## config.mk

```make
export PLATFORM = sky130hd
export DESIGN_NAME = integer_to_ascii_formatter
export DESIGN_NICKNAME = d
export VERILOG_FILES = /design/src/rtl/i2a_pkg.sv /design/src/rtl/integer_to_ascii_formatter.sv /design/src/rtl/i2a_cell.sv
export VERILOG_INCLUDE_DIRS = /design/src /design/src/rtl
export SDC_FILE = /design/constraint.sdc
export NUM_CORES = 1
export LEC_CHECK = 0
export ABC_AREA = 1
export BUFFER_PORTS_ARGS = -buffer_cell sky130_fd_sc_hd__buf_2
export CELL_PAD_IN_SITES_DETAIL_PLACEMENT = 2
export CELL_PAD_IN_SITES_GLOBAL_PLACEMENT = 2
export CORE_ASPECT_RATIO = 1.4
export CORE_UTILIZATION = 37
export DETAILED_ROUTE_END_ITERATION = 8
export GPL_TIMING_DRIVEN = 0
export PLACE_DENSITY_LB_ADDON = 0.1
export SLEW_MARGIN = 10
export SYNTH_ARGS = -nofsm -noshare
export SYNTH_HDL_FRONTEND = slang
export SYNTH_SLANG_ARGS = --single-unit
```

## constraint.sdc

```tcl
create_clock -name i_clk -period 4.7 [get_ports i_clk]
set_input_delay 0.47 -clock i_clk [delete_from_list [all_inputs] [get_ports i_clk]]
set_output_delay 0.47 -clock i_clk [all_outputs]
set_load 0.02 [all_outputs]
```

## src/rtl/integer_to_ascii_formatter_defines.svh

```systemverilog
// Assertion macros shared by the RTL of the integer-to-ASCII formatter.
// Each check runs on the rising edge of i_clk and is off while reset is low.
`ifndef INTEGER_TO_ASCII_FORMATTER_DEFINES_SVH
`define INTEGER_TO_ASCII_FORMATTER_DEFINES_SVH

`ifndef SYNTHESIS

// Same-cycle implication check.
`define I2A_ASSERT_NOW(lbl, ante, cons) \
    lbl: assert property (@(posedge i_clk) disable iff (!i_rst_n) (ante) |-> (cons)) \
        else $error("i2a check failed");

// Next-cycle implication check.
`define I2A_ASSERT_NEXT(lbl, ante, cons) \
    lbl: assert property (@(posedge i_clk) disable iff (!i_rst_n) (ante) |=> (cons)) \
        else $error("i2a check failed");

`else

`define I2A_ASSERT_NOW(lbl, ante, cons)
`define I2A_ASSERT_NEXT(lbl, ante, cons)

`endif

`endif

```

## src/rtl/i2a_pkg.sv

```systemverilog
package i2a_pkg;

    // Number of digit cells: enough for the longest decimal string of 64 bits.
    localparam int unsigned NUM_CELLS = 20;
    // Number of hex digits in the 64-bit value.
    localparam int unsigned NUM_NIBBLES = 16;

    // Format selector codes.
    localparam logic [2:0] FMT_D  = 3'd0;
    localparam logic [2:0] FMT_I  = 3'd1;
    localparam logic [2:0] FMT_U  = 3'd2;
    localparam logic [2:0] FMT_LX = 3'd3;
    localparam logic [2:0] FMT_UX = 3'd4;
    localparam logic [2:0] FMT_P  = 3'd5;

    // ASCII codes used for the prefixes.
    localparam logic [7:0] CHR_MINUS = 8'h2d;
    localparam logic [7:0] CHR_ZERO  = 8'h30;
    localparam logic [7:0] CHR_X     = 8'h78;
    localparam logic [7:0] CHR_LOW_A = 8'h61;
    localparam logic [7:0] CHR_UP_A  = 8'h41;

    // Operation applied to every cell of the digit row at once.
    typedef enum logic [1:0] {
        OP_HOLD,
        OP_LOAD,
        OP_DABBLE,
        OP_SHIFT
    } t_cell_op;

    // ASCII character of one digit, decimal or hex.
    function automatic logic [7:0] digit_char(input logic [3:0] digit, input logic upper);
        logic [7:0] base;
        begin
            if (digit < 4'd10) begin
                digit_char = CHR_ZERO + {4'd0, digit};
            end else begin
                base = upper ? CHR_UP_A : CHR_LOW_A;
                digit_char = base + {4'd0, digit - 4'd10};
            end
        end
    endfunction

endpackage

```

## src/rtl/integer_to_ascii_formatter.sv

```systemverilog
// Integer-to-ASCII formatter for printf-style d, i, u, x, X and p conversions.
// One request (format in tuser, 64-bit value in tdata) produces 1 to 20 ASCII
// characters on the master side, most significant digit first, with no
// leading zeros and tlast on the final character; d and i print the low 32
// bits as signed, u prints 64-bit unsigned decimal, x and X print hex, p
// prints "0x" and lower-case hex, and selector codes 6 and 7 act as X. The
// digits live in a row of 20 cells, loaded when the request is taken: hex
// formats load the value's nibbles, decimal formats load zeros and then run
// a shift-and-add-3 conversion through the row, one value bit per cycle, over
// all 64 bits for u and over 32 bits for d and i. A sign or "0x" prefix then
// goes out through the output register, one character at a time as the
// output side takes them. The row then moves toward its top one place per
// cycle to drop leading zeros (at most 19 places), and each digit leaves in
// turn through the output register as the row moves up, which waits while
// the output side stalls. Skipped places and digits always add up to 20, and
// the next request is taken once the last character is in the output register.
module integer_to_ascii_formatter
    import i2a_pkg::*;
(
    input  logic        i_clk,
    input  logic        i_rst_n,
    // Request channel.
    input  logic        i_s_tvalid,
    output logic        o_s_tready,
    input  logic [63:0] i_s_tdata,  // [63:0] value
    input  logic [2:0]  i_s_tuser,  // [2:0] func
    // Character channel.
    output logic        o_m_tvalid,
    input  logic        i_m_tready,
    output logic [7:0]  o_m_tdata,  // [7:0] out_char
    output logic        o_m_tlast   // last
);

`include "integer_to_ascii_formatter_defines.svh"

    localparam int unsigned LEFT_W = $clog2(NUM_CELLS + 1);

    typedef enum logic [2:0] {
        S_IDLE,
        S_CONV,
        S_SIGN,
        S_PRE0,
        S_PRE1,
        S_SKIP,
        S_EMIT
    } t_state;

    t_state              r_state;
    logic [63:0]         r_bits;   // value bits still to enter the row, MSB first
    logic [6:0]          r_cnt;    // conversion steps still to run
    logic [LEFT_W-1:0]   r_left;   // digit places not yet shifted out
    logic                r_neg;
    logic                r_upper;
    logic                r_ovalid;
    logic [7:0]          r_ochar;
    logic                r_olast;

    t_cell_op            w_op;
    logic [3:0]          w_digit [NUM_CELLS];
    logic                w_carry [NUM_CELLS];
    logic [3:0]          w_load  [NUM_CELLS];
    logic [3:0]          w_top;
    logic                w_accept;
    logic                w_free;
    logic                w_out_load;
    logic                w_decimal;
    logic                w_signed;
    logic [31:0]         w_mag32;
    logic                w_skip;

    assign o_s_tready = (r_state == S_IDLE);
    assign w_accept   = i_s_tvalid && o_s_tready;
    assign w_free     = !r_ovalid || i_m_tready;
    assign w_out_load = w_free && (r_state inside {S_SIGN, S_PRE0, S_PRE1, S_EMIT});
    assign w_top      = w_digit[NUM_CELLS-1];
    assign w_skip     = (w_top == 4'd0) && (r_left > LEFT_W'(1));

    // Request decode.
    assign w_signed  = (i_s_tuser == FMT_D) || (i_s_tuser == FMT_I);
    assign w_decimal = w_signed || (i_s_tuser == FMT_U);
    assign w_mag32   = i_s_tdata[31] ? 32'(32'd0 - i_s_tdata[31:0]) : i_s_tdata[31:0];

    assign o_m_tvalid = r_ovalid;
    assign o_m_tdata  = r_ochar;
    assign o_m_tlast  = r_olast;

    // Row operation for the current cycle.
    always_comb begin
        case (r_state)
            S_IDLE:  w_op = w_accept ? OP_LOAD : OP_HOLD;
            S_CONV:  w_op = OP_DABBLE;
            S_SKIP:  w_op = w_skip ? OP_SHIFT : OP_HOLD;
            S_EMIT:  w_op = w_free ? OP_SHIFT : OP_HOLD;
            default: w_op = OP_HOLD;
        endcase
    end

    // Digit row: hex loads nibbles directly, decimal starts from zero.
    genvar g;
    generate
        for (g = 0; g < NUM_CELLS; g++) begin : g_cell
            if (g < NUM_NIBBLES) begin : g_nib
                assign w_load[g] = w_decimal ? 4'd0 : i_s_tdata[4*g +: 4];
            end else begin : g_zero
                assign w_load[g] = 4'd0;
            end

            if (g == 0) begin : g_first
                i2a_cell u_cell (
                    .i_clk        (i_clk),
                    .i_op         (w_op),
                    .i_load_digit (w_load[g]),
                    .i_carry_in   (r_bits[63]),
                    .i_prev_digit (4'd0),
                    .o_digit      (w_digit[g]),
                    .o_carry      (w_carry[g])
                );
            end else begin : g_next
                i2a_cell u_cell (
                    .i_clk        (i_clk),
                    .i_op         (w_op),
                    .i_load_digit (w_load[g]),
                    .i_carry_in   (w_carry[g-1]),
                    .i_prev_digit (w_digit[g-1]),
                    .o_digit      (w_digit[g]),
                    .o_carry      (w_carry[g])
                );
            end
        end
    endgenerate

    // Sequencer with the output register.
    always_ff @(posedge i_clk) begin
        if (!i_rst_n) begin
            r_state  <= S_IDLE;
            r_ovalid <= 1'b0;
            r_cnt    <= 7'd0;
            r_left   <= '0;
            r_neg    <= 1'b0;
            r_upper  <= 1'b0;
        end else begin
            // The output register empties on a transfer unless a new character enters.
            if (w_out_load) begin
                r_ovalid <= 1'b1;
            end else if (i_m_tready) begin
                r_ovalid <= 1'b0;
            end
            case (r_state)
                S_IDLE: begin
                    if (w_accept) begin
                        r_left  <= LEFT_W'(NUM_CELLS);
                        r_neg   <= w_signed && i_s_tdata[31];
                        r_upper <= !((i_s_tuser == FMT_LX) || (i_s_tuser == FMT_P));
                        if (w_signed) begin
                            r_bits  <= {w_mag32, 32'd0};
                            r_cnt   <= 7'd32;
                            r_state <= S_CONV;
                        end else if (w_decimal) begin
                            r_bits  <= i_s_tdata;
                            r_cnt   <= 7'd64;
                            r_state <= S_CONV;
                        end else if (i_s_tuser == FMT_P) begin
                            r_state <= S_PRE0;
                        end else begin
                            r_state <= S_SKIP;
                        end
                    end
                end
                S_CONV: begin
                    r_bits <= {r_bits[62:0], 1'b0};
                    r_cnt  <= r_cnt - 7'd1;
                    if (r_cnt == 7'd1) begin
                        r_state <= r_neg ? S_SIGN : S_SKIP;
                    end
                end
                S_SIGN: begin
                    if (w_free) begin
                        r_ochar  <= CHR_MINUS;
                        r_olast  <= 1'b0;
                        r_state  <= S_SKIP;
                    end
                end
                S_PRE0: begin
                    if (w_free) begin
                        r_ochar  <= CHR_ZERO;
                        r_olast  <= 1'b0;
                        r_state  <= S_PRE1;
                    end
                end
                S_PRE1: begin
                    if (w_free) begin
                        r_ochar  <= CHR_X;
                        r_olast  <= 1'b0;
                        r_state  <= S_SKIP;
                    end
                end
                S_SKIP: begin
                    if (w_skip) begin
                        r_left <= r_left - LEFT_W'(1);
                    end else begin
                        r_state <= S_EMIT;
                    end
                end
                S_EMIT: begin
                    if (w_free) begin
                        r_ochar  <= digit_char(w_top, r_upper);
                        r_olast  <= (r_left == LEFT_W'(1));
                        r_left   <= r_left - LEFT_W'(1);
                        if (r_left == LEFT_W'(1)) begin
                            r_state <= S_IDLE;
                        end
                    end
                end
                default: r_state <= S_IDLE;
            endcase
        end
    end

    // Consistency checks on the sequencer.
    `I2A_ASSERT_NOW(a_conv_cnt, r_state == S_CONV, r_cnt != 7'd0)
    `I2A_ASSERT_NOW(a_emit_left, r_state == S_EMIT, r_left != '0)
    `I2A_ASSERT_NOW(a_skip_left, r_state == S_SKIP, r_left <= LEFT_W'(NUM_CELLS) && r_left != '0)
    `I2A_ASSERT_NEXT(a_last_idle, r_state == S_EMIT && w_free && r_left == LEFT_W'(1),
        r_state == S_IDLE && r_ovalid && r_olast)

endmodule

```

## src/rtl/i2a_cell.sv

```systemverilog
// One digit cell of the row. It holds a single decimal or hex digit. During
// binary-to-decimal conversion it does one add-3-and-shift step per cycle,
// taking a bit from its lower neighbor and passing its top bit upward. During
// output it takes the digit of its lower neighbor, so the row moves toward
// the most significant end one place per cycle, except on a hold operation.
module i2a_cell
    import i2a_pkg::*;
(
    input  logic       i_clk,
    input  t_cell_op   i_op,
    input  logic [3:0] i_load_digit,  // digit written on a load
    input  logic       i_carry_in,    // bit from the lower cell on a conversion step
    input  logic [3:0] i_prev_digit,  // digit of the lower cell on a shift
    output logic [3:0] o_digit,
    output logic       o_carry        // bit passed to the upper cell
);

    logic [3:0] r_digit;
    logic [3:0] n_digit;
    logic [3:0] w_adj;

    // Decimal correction before the shift keeps the digit in BCD range.
    assign w_adj   = (r_digit >= 4'd5) ? r_digit + 4'd3 : r_digit;
    assign o_carry = w_adj[3];
    assign o_digit = r_digit;

    // Next digit for each row operation.
    always_comb begin
        case (i_op)
            OP_LOAD:   n_digit = i_load_digit;
            OP_DABBLE: n_digit = {w_adj[2:0], i_carry_in};
            OP_SHIFT:  n_digit = i_prev_digit;
            default:   n_digit = r_digit;
        endcase
    end

    always_ff @(posedge i_clk) begin
        r_digit <= n_digit;
    end

endmodule

```

==> results of run 1 <==
[synth_stat cells, types with 6 or more instances]
master / n
a21oi_1: 22
a22o_1: 13
buf_2: 19
buf_6: 7
clkbuf_1: 20
dfxtp_1: 18
edfxtp_1: 152
ha_1: 47
inv_1: 161
inv_2: 6
nand2_1: 332
nand3_1: 214
nand4_1: 11
nor2_1: 112
o211ai_1: 41
o21ai_0: 121
o22ai_1: 6
o32ai_1: 10
or2_2: 6
xor2_1: 15
[cell type report]
cell class / instances / share of cell area
multi-input cells: 992 / 0.408
flip-flops and latches: 170 / 0.390
inverters: 169 / 0.0504
repair buffers: 82 / 0.0378
well taps: 380 / 0.0376
clock buffers: 18 / 0.0340
plain buffers: 53 / 0.0230
clock inverters: 14 / 0.0197
[power breakdown]
part           internal [mW]  switching, mW
logic                   1.27           2.87
registers               2.68          0.554
clock network           1.05          0.656
total                   4.99           4.08
[layer usage]
layer | part of all wire | up-vias | routed length (microns)
met5 | 0 | - | 0
met4 | 0.045 | 0 | 2080
met1 | 0.39 | 5483 | 17700
met2 | 0.53 | 272 | 24600
li1 | - | 4923 | -
met3 | 0.035 | 94 | 1630
[layout by cell type (no fill, tap or decap), types with 10 or more instances in the layout]
cell type    n
nand2_1    331
nand3_1    214
inv_1      161
edfxtp_1   152
o21ai_0    121
nor2_1     111
buf_2       98
ha_1        47
o211ai_1    41
a21oi_1     22
clkbuf_1    21
dfxtp_1     18
clkbuf_16   17
xor2_1      15
a22o_1      13
nand4_1     11
o32ai_1     10
[stage by stage]
step / TNS (ps) / hold WS (ps)
floorplan: 0 / 441
global placement: -103060 / 450
detailed placement: 0 / 470
CTS: 0 / 298
global route: 0 / 311
finish: 0 / 314
[critical path, delay by kind of cell, from the launching register on]
| kind | cells | cell delay, ps |
|---|---|---|
| adders and majority gates | 1 | 210 |
| and+or+nand+nor | 6 | 1030 |
| buffers and inverters | 3 | 730 |
| DFF | 1 | 460 |
[logic make-up after synthesis]
| group | after synthesis |
|---|---|
| muxes | 2 |
| xor gates and xnor gates | 18 |
| buffers and inverters | 222 |
| other | 1 |
| adders and majority gates | 47 |
| and+or+nand+nor | 692 |
| DFF | 170 |
| AOI/OAI and AO/OA | 232 |
[worst paths after layout]
kind | start | end | slack [ps] | cells after the start
setup / recovery | g_cell[19].g_next.u_cell.o_digit[0] | g_cell[19].g_next.u_cell.o_digit[0] | 1830 | 10
hold / removal | i_s_tuser[2] | r_upper | 310 | 3
setup reg to reg | g_cell[19].g_next.u_cell.o_digit[0] | g_cell[19].g_next.u_cell.o_digit[0] | 1830 | 10
hold reg to reg | r_cnt[1] | r_cnt[1] | 480 | 2
[flip-flops by register name (all words and copies together) (netlist names), 3 cells and up]
name,cells
o_m_tdata,7
r_state,3
r_cnt,7
r_left,5
g_cell.g_next.u_cell.o_digit,76
g_cell.g_first.u_cell.o_digit,4
r_bits,64
==> results.toml, run 1 <==
[clock_tree]
cts_made_buffers = 17
cts.clk_slew.worst_paths_ps = 70
clock_sinks = 170
clock_path_buffers = 2
cts_resized = 0
cts_root_buf = "clkbuf_16"
post_cts_buffers = 0
cts-hold-fix-buffers = 0
clk_latency_ps = 450
cts_tree = "done"
h-tree-depth = 4

[worst_setup_path]
cp_max_fo = 58
cp.arrival_ps = 2990
cp-end-kind = "flop"
crit_type = "flop to flop"
required_ps = 4820
crit_slowest_cell = "edfxtp_1"
start_kind = "flop"
crit_chain = "inv_1, ha_1, nand2_1, nor2_1, nand4_2, nand2_4, nor2_1, buf_2, nand2_4, buf_16"
slowest_delay_ps = 460

[power]
p_per_area_mw_per_mm2 = 718
p_leak_nw = 5.43
fin_total_pwr_mw = 9.07
ir_drop_mv = 0.412

[yosys]
ys_ff_latch = 170
synth.area.mux_share = 0.00182
synth_nets = 1502
yosys.area_share.xor_xnor = 0.0143
synth.avg_cell_area_sq_um = 7.94
synth_top_family_by_area = "simple AND/OR/NAND/NOR gates"
synth_top_area_cell = "edfxtp_1"
synth_cells = 1384
ys_seq_area_frac = 0.448
synth_compound_area_frac = 0.127
synth_top_area_share = 0.415
synth.distinct_cells = 44
synth_edf_count = 152
synthTopCellsByArea = "edfxtp_1 42%, nand2_1 11%, nand3_1 9.7%"
syn_area_sq_mm = 0.0110
synth_fa_ha_area_frac = 0.0535
synth-async-reset-ratio = 0
yosys_warnings = 0
yosys.area_share.simple = 0.270
synth_top_flop_cell = "edfxtp_1"

[global_route]
first_global_vias = 11500
grt_use_met2 = 0.583
grt_max_degree = 59
grt_pass1_wl_mm = 69.0
busiest_layer = "met2"
globalRouteOverflowTotal = 0
gr-usage-met3 = 0.0371
antenna_found_initial = 0
grtUsageTotal = 0.310
globalRouteMet1Util = 0.338

[floorplan]
num_rows = 74
fp.dieH_microns = 206
die_x_microns = 148
design.die.area_sq_mm = 0.0304
core_sq_mm = 0.0292
top_level_ports = 82
initial_utilization = 0.377

[routing]
drt-vias-per-instance = 5.74
wl_per_cell_microns = 24.5
routed-via-count = 10800
routed_wirelength_mm = 46.0
ant_nets = 0
drt-initial-drc-count = 553
remaining_drc_errors = 0
drtPass1Iterations = 5

[layout]
area_delta_synth_final_pct = 15.0
stdcell_area_sq_mm = 0.0126
sequential_cell_area_sq_mm = 0.00492
multi_input_area_sq_mm = 0.00515
drive_gt1_frac = 0.111
n_antenna_cell = 0
fin_util = 0.433
fillers = 3418
layout.nets = 1603
final_cell_count_no_fill = 1878

[timing]
finalCriticalPeriod_ps = 2870
hold_violations = 0
fin_ws_ps = 1830
relSlewSlack = 0.308
fin_skew_ps = 9.79
fmax_mhz = 349
finalSetupViolCount = 0
slew_viol_final = 0
tightest_slew_ps = 1040
fin_crit_sh = 0.610
rsz0062_at_grt = "no"

[placed_design]
gp_congestion = 0.868
placed_area_sq_mm = 0.0120
numPortBuffers = 79
placed_cells = 1846
dp_hpwl_mm = 34.9
preCtsSetupSlack_ps = 1810

[hold_path]
worstHoldPathType = "primary input to flop"

[run]
drv_cap = 0

[status]
status = "completed"
No activity file was read; power rests on OpenSTA's default activity.
==> run 2: changes to the inputs <==
- CORE_UTILIZATION: 37 -> 33
- clock period: 4.7 -> 2.5 ns (I/O delays scaled with it)
==> run 2 against run 1 <==
Against the previous run:
- count of clock-buffer cells in the layout decreased by 1
- maximum frequency increased by 22%
- critical path type unchanged
- largest cell class unchanged
- critical path depth decreased by 3
- via count decreased by 1.2%
- cell count increased by 3.7%
- routed wire length increased by 2.0%
- sequential power increased by 87%
- core utilization decreased by 3.9 points
- sequential share of layout area decreased by 0.65 points
- sequential cell count unchanged
- die area increased by 12%
- worst hold slack got worse by 220 ps
==> results.toml, run 2 (synthesis results as in run 1) <==
[floorplan]
initial_utilization = 0.337
design.die.area_sq_mm = 0.0340
core_sq_mm = 0.0326
top_level_ports = 82
die_x_microns = 156
fp.dieH_microns = 218
num_rows = 78

[global_route]
grtUsageTotal = 0.286
grt_max_degree = 24
grt_pass1_wl_mm = 70.5
first_global_vias = 11500
globalRouteOverflowTotal = 0
antenna_found_initial = 1

[layout]
final_common_cell = "nand2_1"
layout_common_cells = "331 x nand2_1, 212 x nand3_1, 158 x inv_1"
n_antenna_cell = 0
area_delta_synth_final_pct = 16.9
stdcell_area_sq_mm = 0.0128
drive_gt1_frac = 0.125
largest_reg_flops = 76
fillers = 3849
fin_util = 0.394
layout.nets = 1612

[power]
ir_drop_mv = 0.474
p_leak_nw = 5.49
fin_total_pwr_mw = 17.3
p_per_area_mw_per_mm2 = 1350

[routing]
routed-via-count = 10600
wl_per_cell_microns = 24.1
drtPass1Iterations = 5
remaining_drc_errors = 0
ant_nets = 0
drt-initial-drc-count = 564
drt-vias-per-instance = 5.47
routed_wirelength_mm = 46.9

[timing]
relSlewSlack = 0.277
fin_ws_ps = 151
fin_crit_sh = 0.940
slew_viol_final = 0
finalSetupViolCount = 0
finalCriticalPeriod_ps = 2350
hold_violations = 0
fmax_mhz = 426
fin_skew_ps = 14.8
tightest_slew_ps = 1080

[run]
drv_cap = 0

[clock_tree]
clk_latency_ps = 470
cts.clk_slew.worst_paths_ps = 80
h-tree-depth = 4
cts-hold-fix-buffers = 0
clock_path_buffers = 2
cts_root_buf = "clkbuf_16"
cts_made_buffers = 17
clock_sinks = 170
cts_tree = "done"

[status]
status = "completed"

[worst_setup_path]
start_kind = "flop"
cp-end-kind = "flop"
cp_num_buf_inv = 3
crit_slowest_cell = "clkbuf_1"
r2r_slack_ps = 150
crit_chain = "inv_2, nand2_1, nor2_2, buf_4, clkbuf_1, o211ai_1, nand3_1"
slowest_delay_ps = 690
cp.arrival_ps = 2660
cp_max_fo = 10
required_ps = 2810
crit_type = "flop to flop"
crit_family = "buffers and inverters"

[hold_path]
worstHoldPathType = "primary input to flop"

[placed_design]
dp_hpwl_mm = 35.9
preCtsSetupSlack_ps = -748
placed_area_sq_mm = 0.0120
gp_congestion = 0.845
numPortBuffers = 79
[run 2: cell types whose count changed in the layout (fill, tap and decap cells not counted), moves of 3 or more]
cell	previous run	this run
inv_1	161	158
clkinvlp_4	1	5
buf_4	4	10
clkbuf_1	21	15
nand2_8	0	4
clkbuf_2	0	5
[run 2: metal layers]
metal  share of wire  track usage  up-vias
met5         0.00019            0        -
met4           0.033        0.112        2
met3           0.030       0.0334       79
met2            0.54        0.548      221
met1            0.39        0.314     5407
li1                -            -     4935
[run 2: tightest hold or removal path, delay by kind of cell]
family	cells	cell delay (ps)
AOI/OAI and AO/OA	1	70
buffers and inverters	1	120
and+or+nand+nor	1	60
[run 2: stage by stage]
stage / instances / TNS (ps) / hold slack (ps)
2_1_floorplan: 1384 / 0 / 412
3_3_place_gp: 1903 / -99280 / 452
3_5_place_dp: 1905 / -64370 / 470
4_1_cts: 1941 / -125 / 69.5
5_1_grt: 1947 / -5.19 / 89.3
6_report: 1947 / 0 / 89.5
[run 2: cell type report]
class	instances	area, sq um	area share
Multi-Input combinational cell	996	5240	0.407
Sequential cell	170	4920	0.383
Inverter	169	641	0.0499
Tap cell	440	551	0.0429
Timing Repair Buffer	87	500	0.0390
Clock buffer	17	425	0.0331
Buffer	53	299	0.0233
Clock inverter	15	272	0.0211
[run 2: where the power goes]
group	switching (mW)	total [mW]	internal (mW)	leakage (nW)
Combinational	5.57	8.00	2.43	3.55
Sequential	1.03	6.05	5.02	1.61
Clock	1.28	3.26	1.98	0.326
[run 2: path summary, 6_finish.rpt]
kind	from	endpoint	depth (start not counted)
max	r_state[1]	g_cell[14].g_next.u_cell.o_digit[3]	7
max reg2reg	r_state[1]	g_cell[14].g_next.u_cell.o_digit[3]	7
min reg2reg	r_cnt[1]	r_cnt[1]	2
min	i_s_tuser[2]	r_upper	3
[run 2: timing repair]
item                                    in CTS  in global routing
buffers inserted                             0                  6
resized for setup                           10                  5
cloned                                       4                  0
pin swaps                                    2                  2
endpoints found under the setup margin     143                158
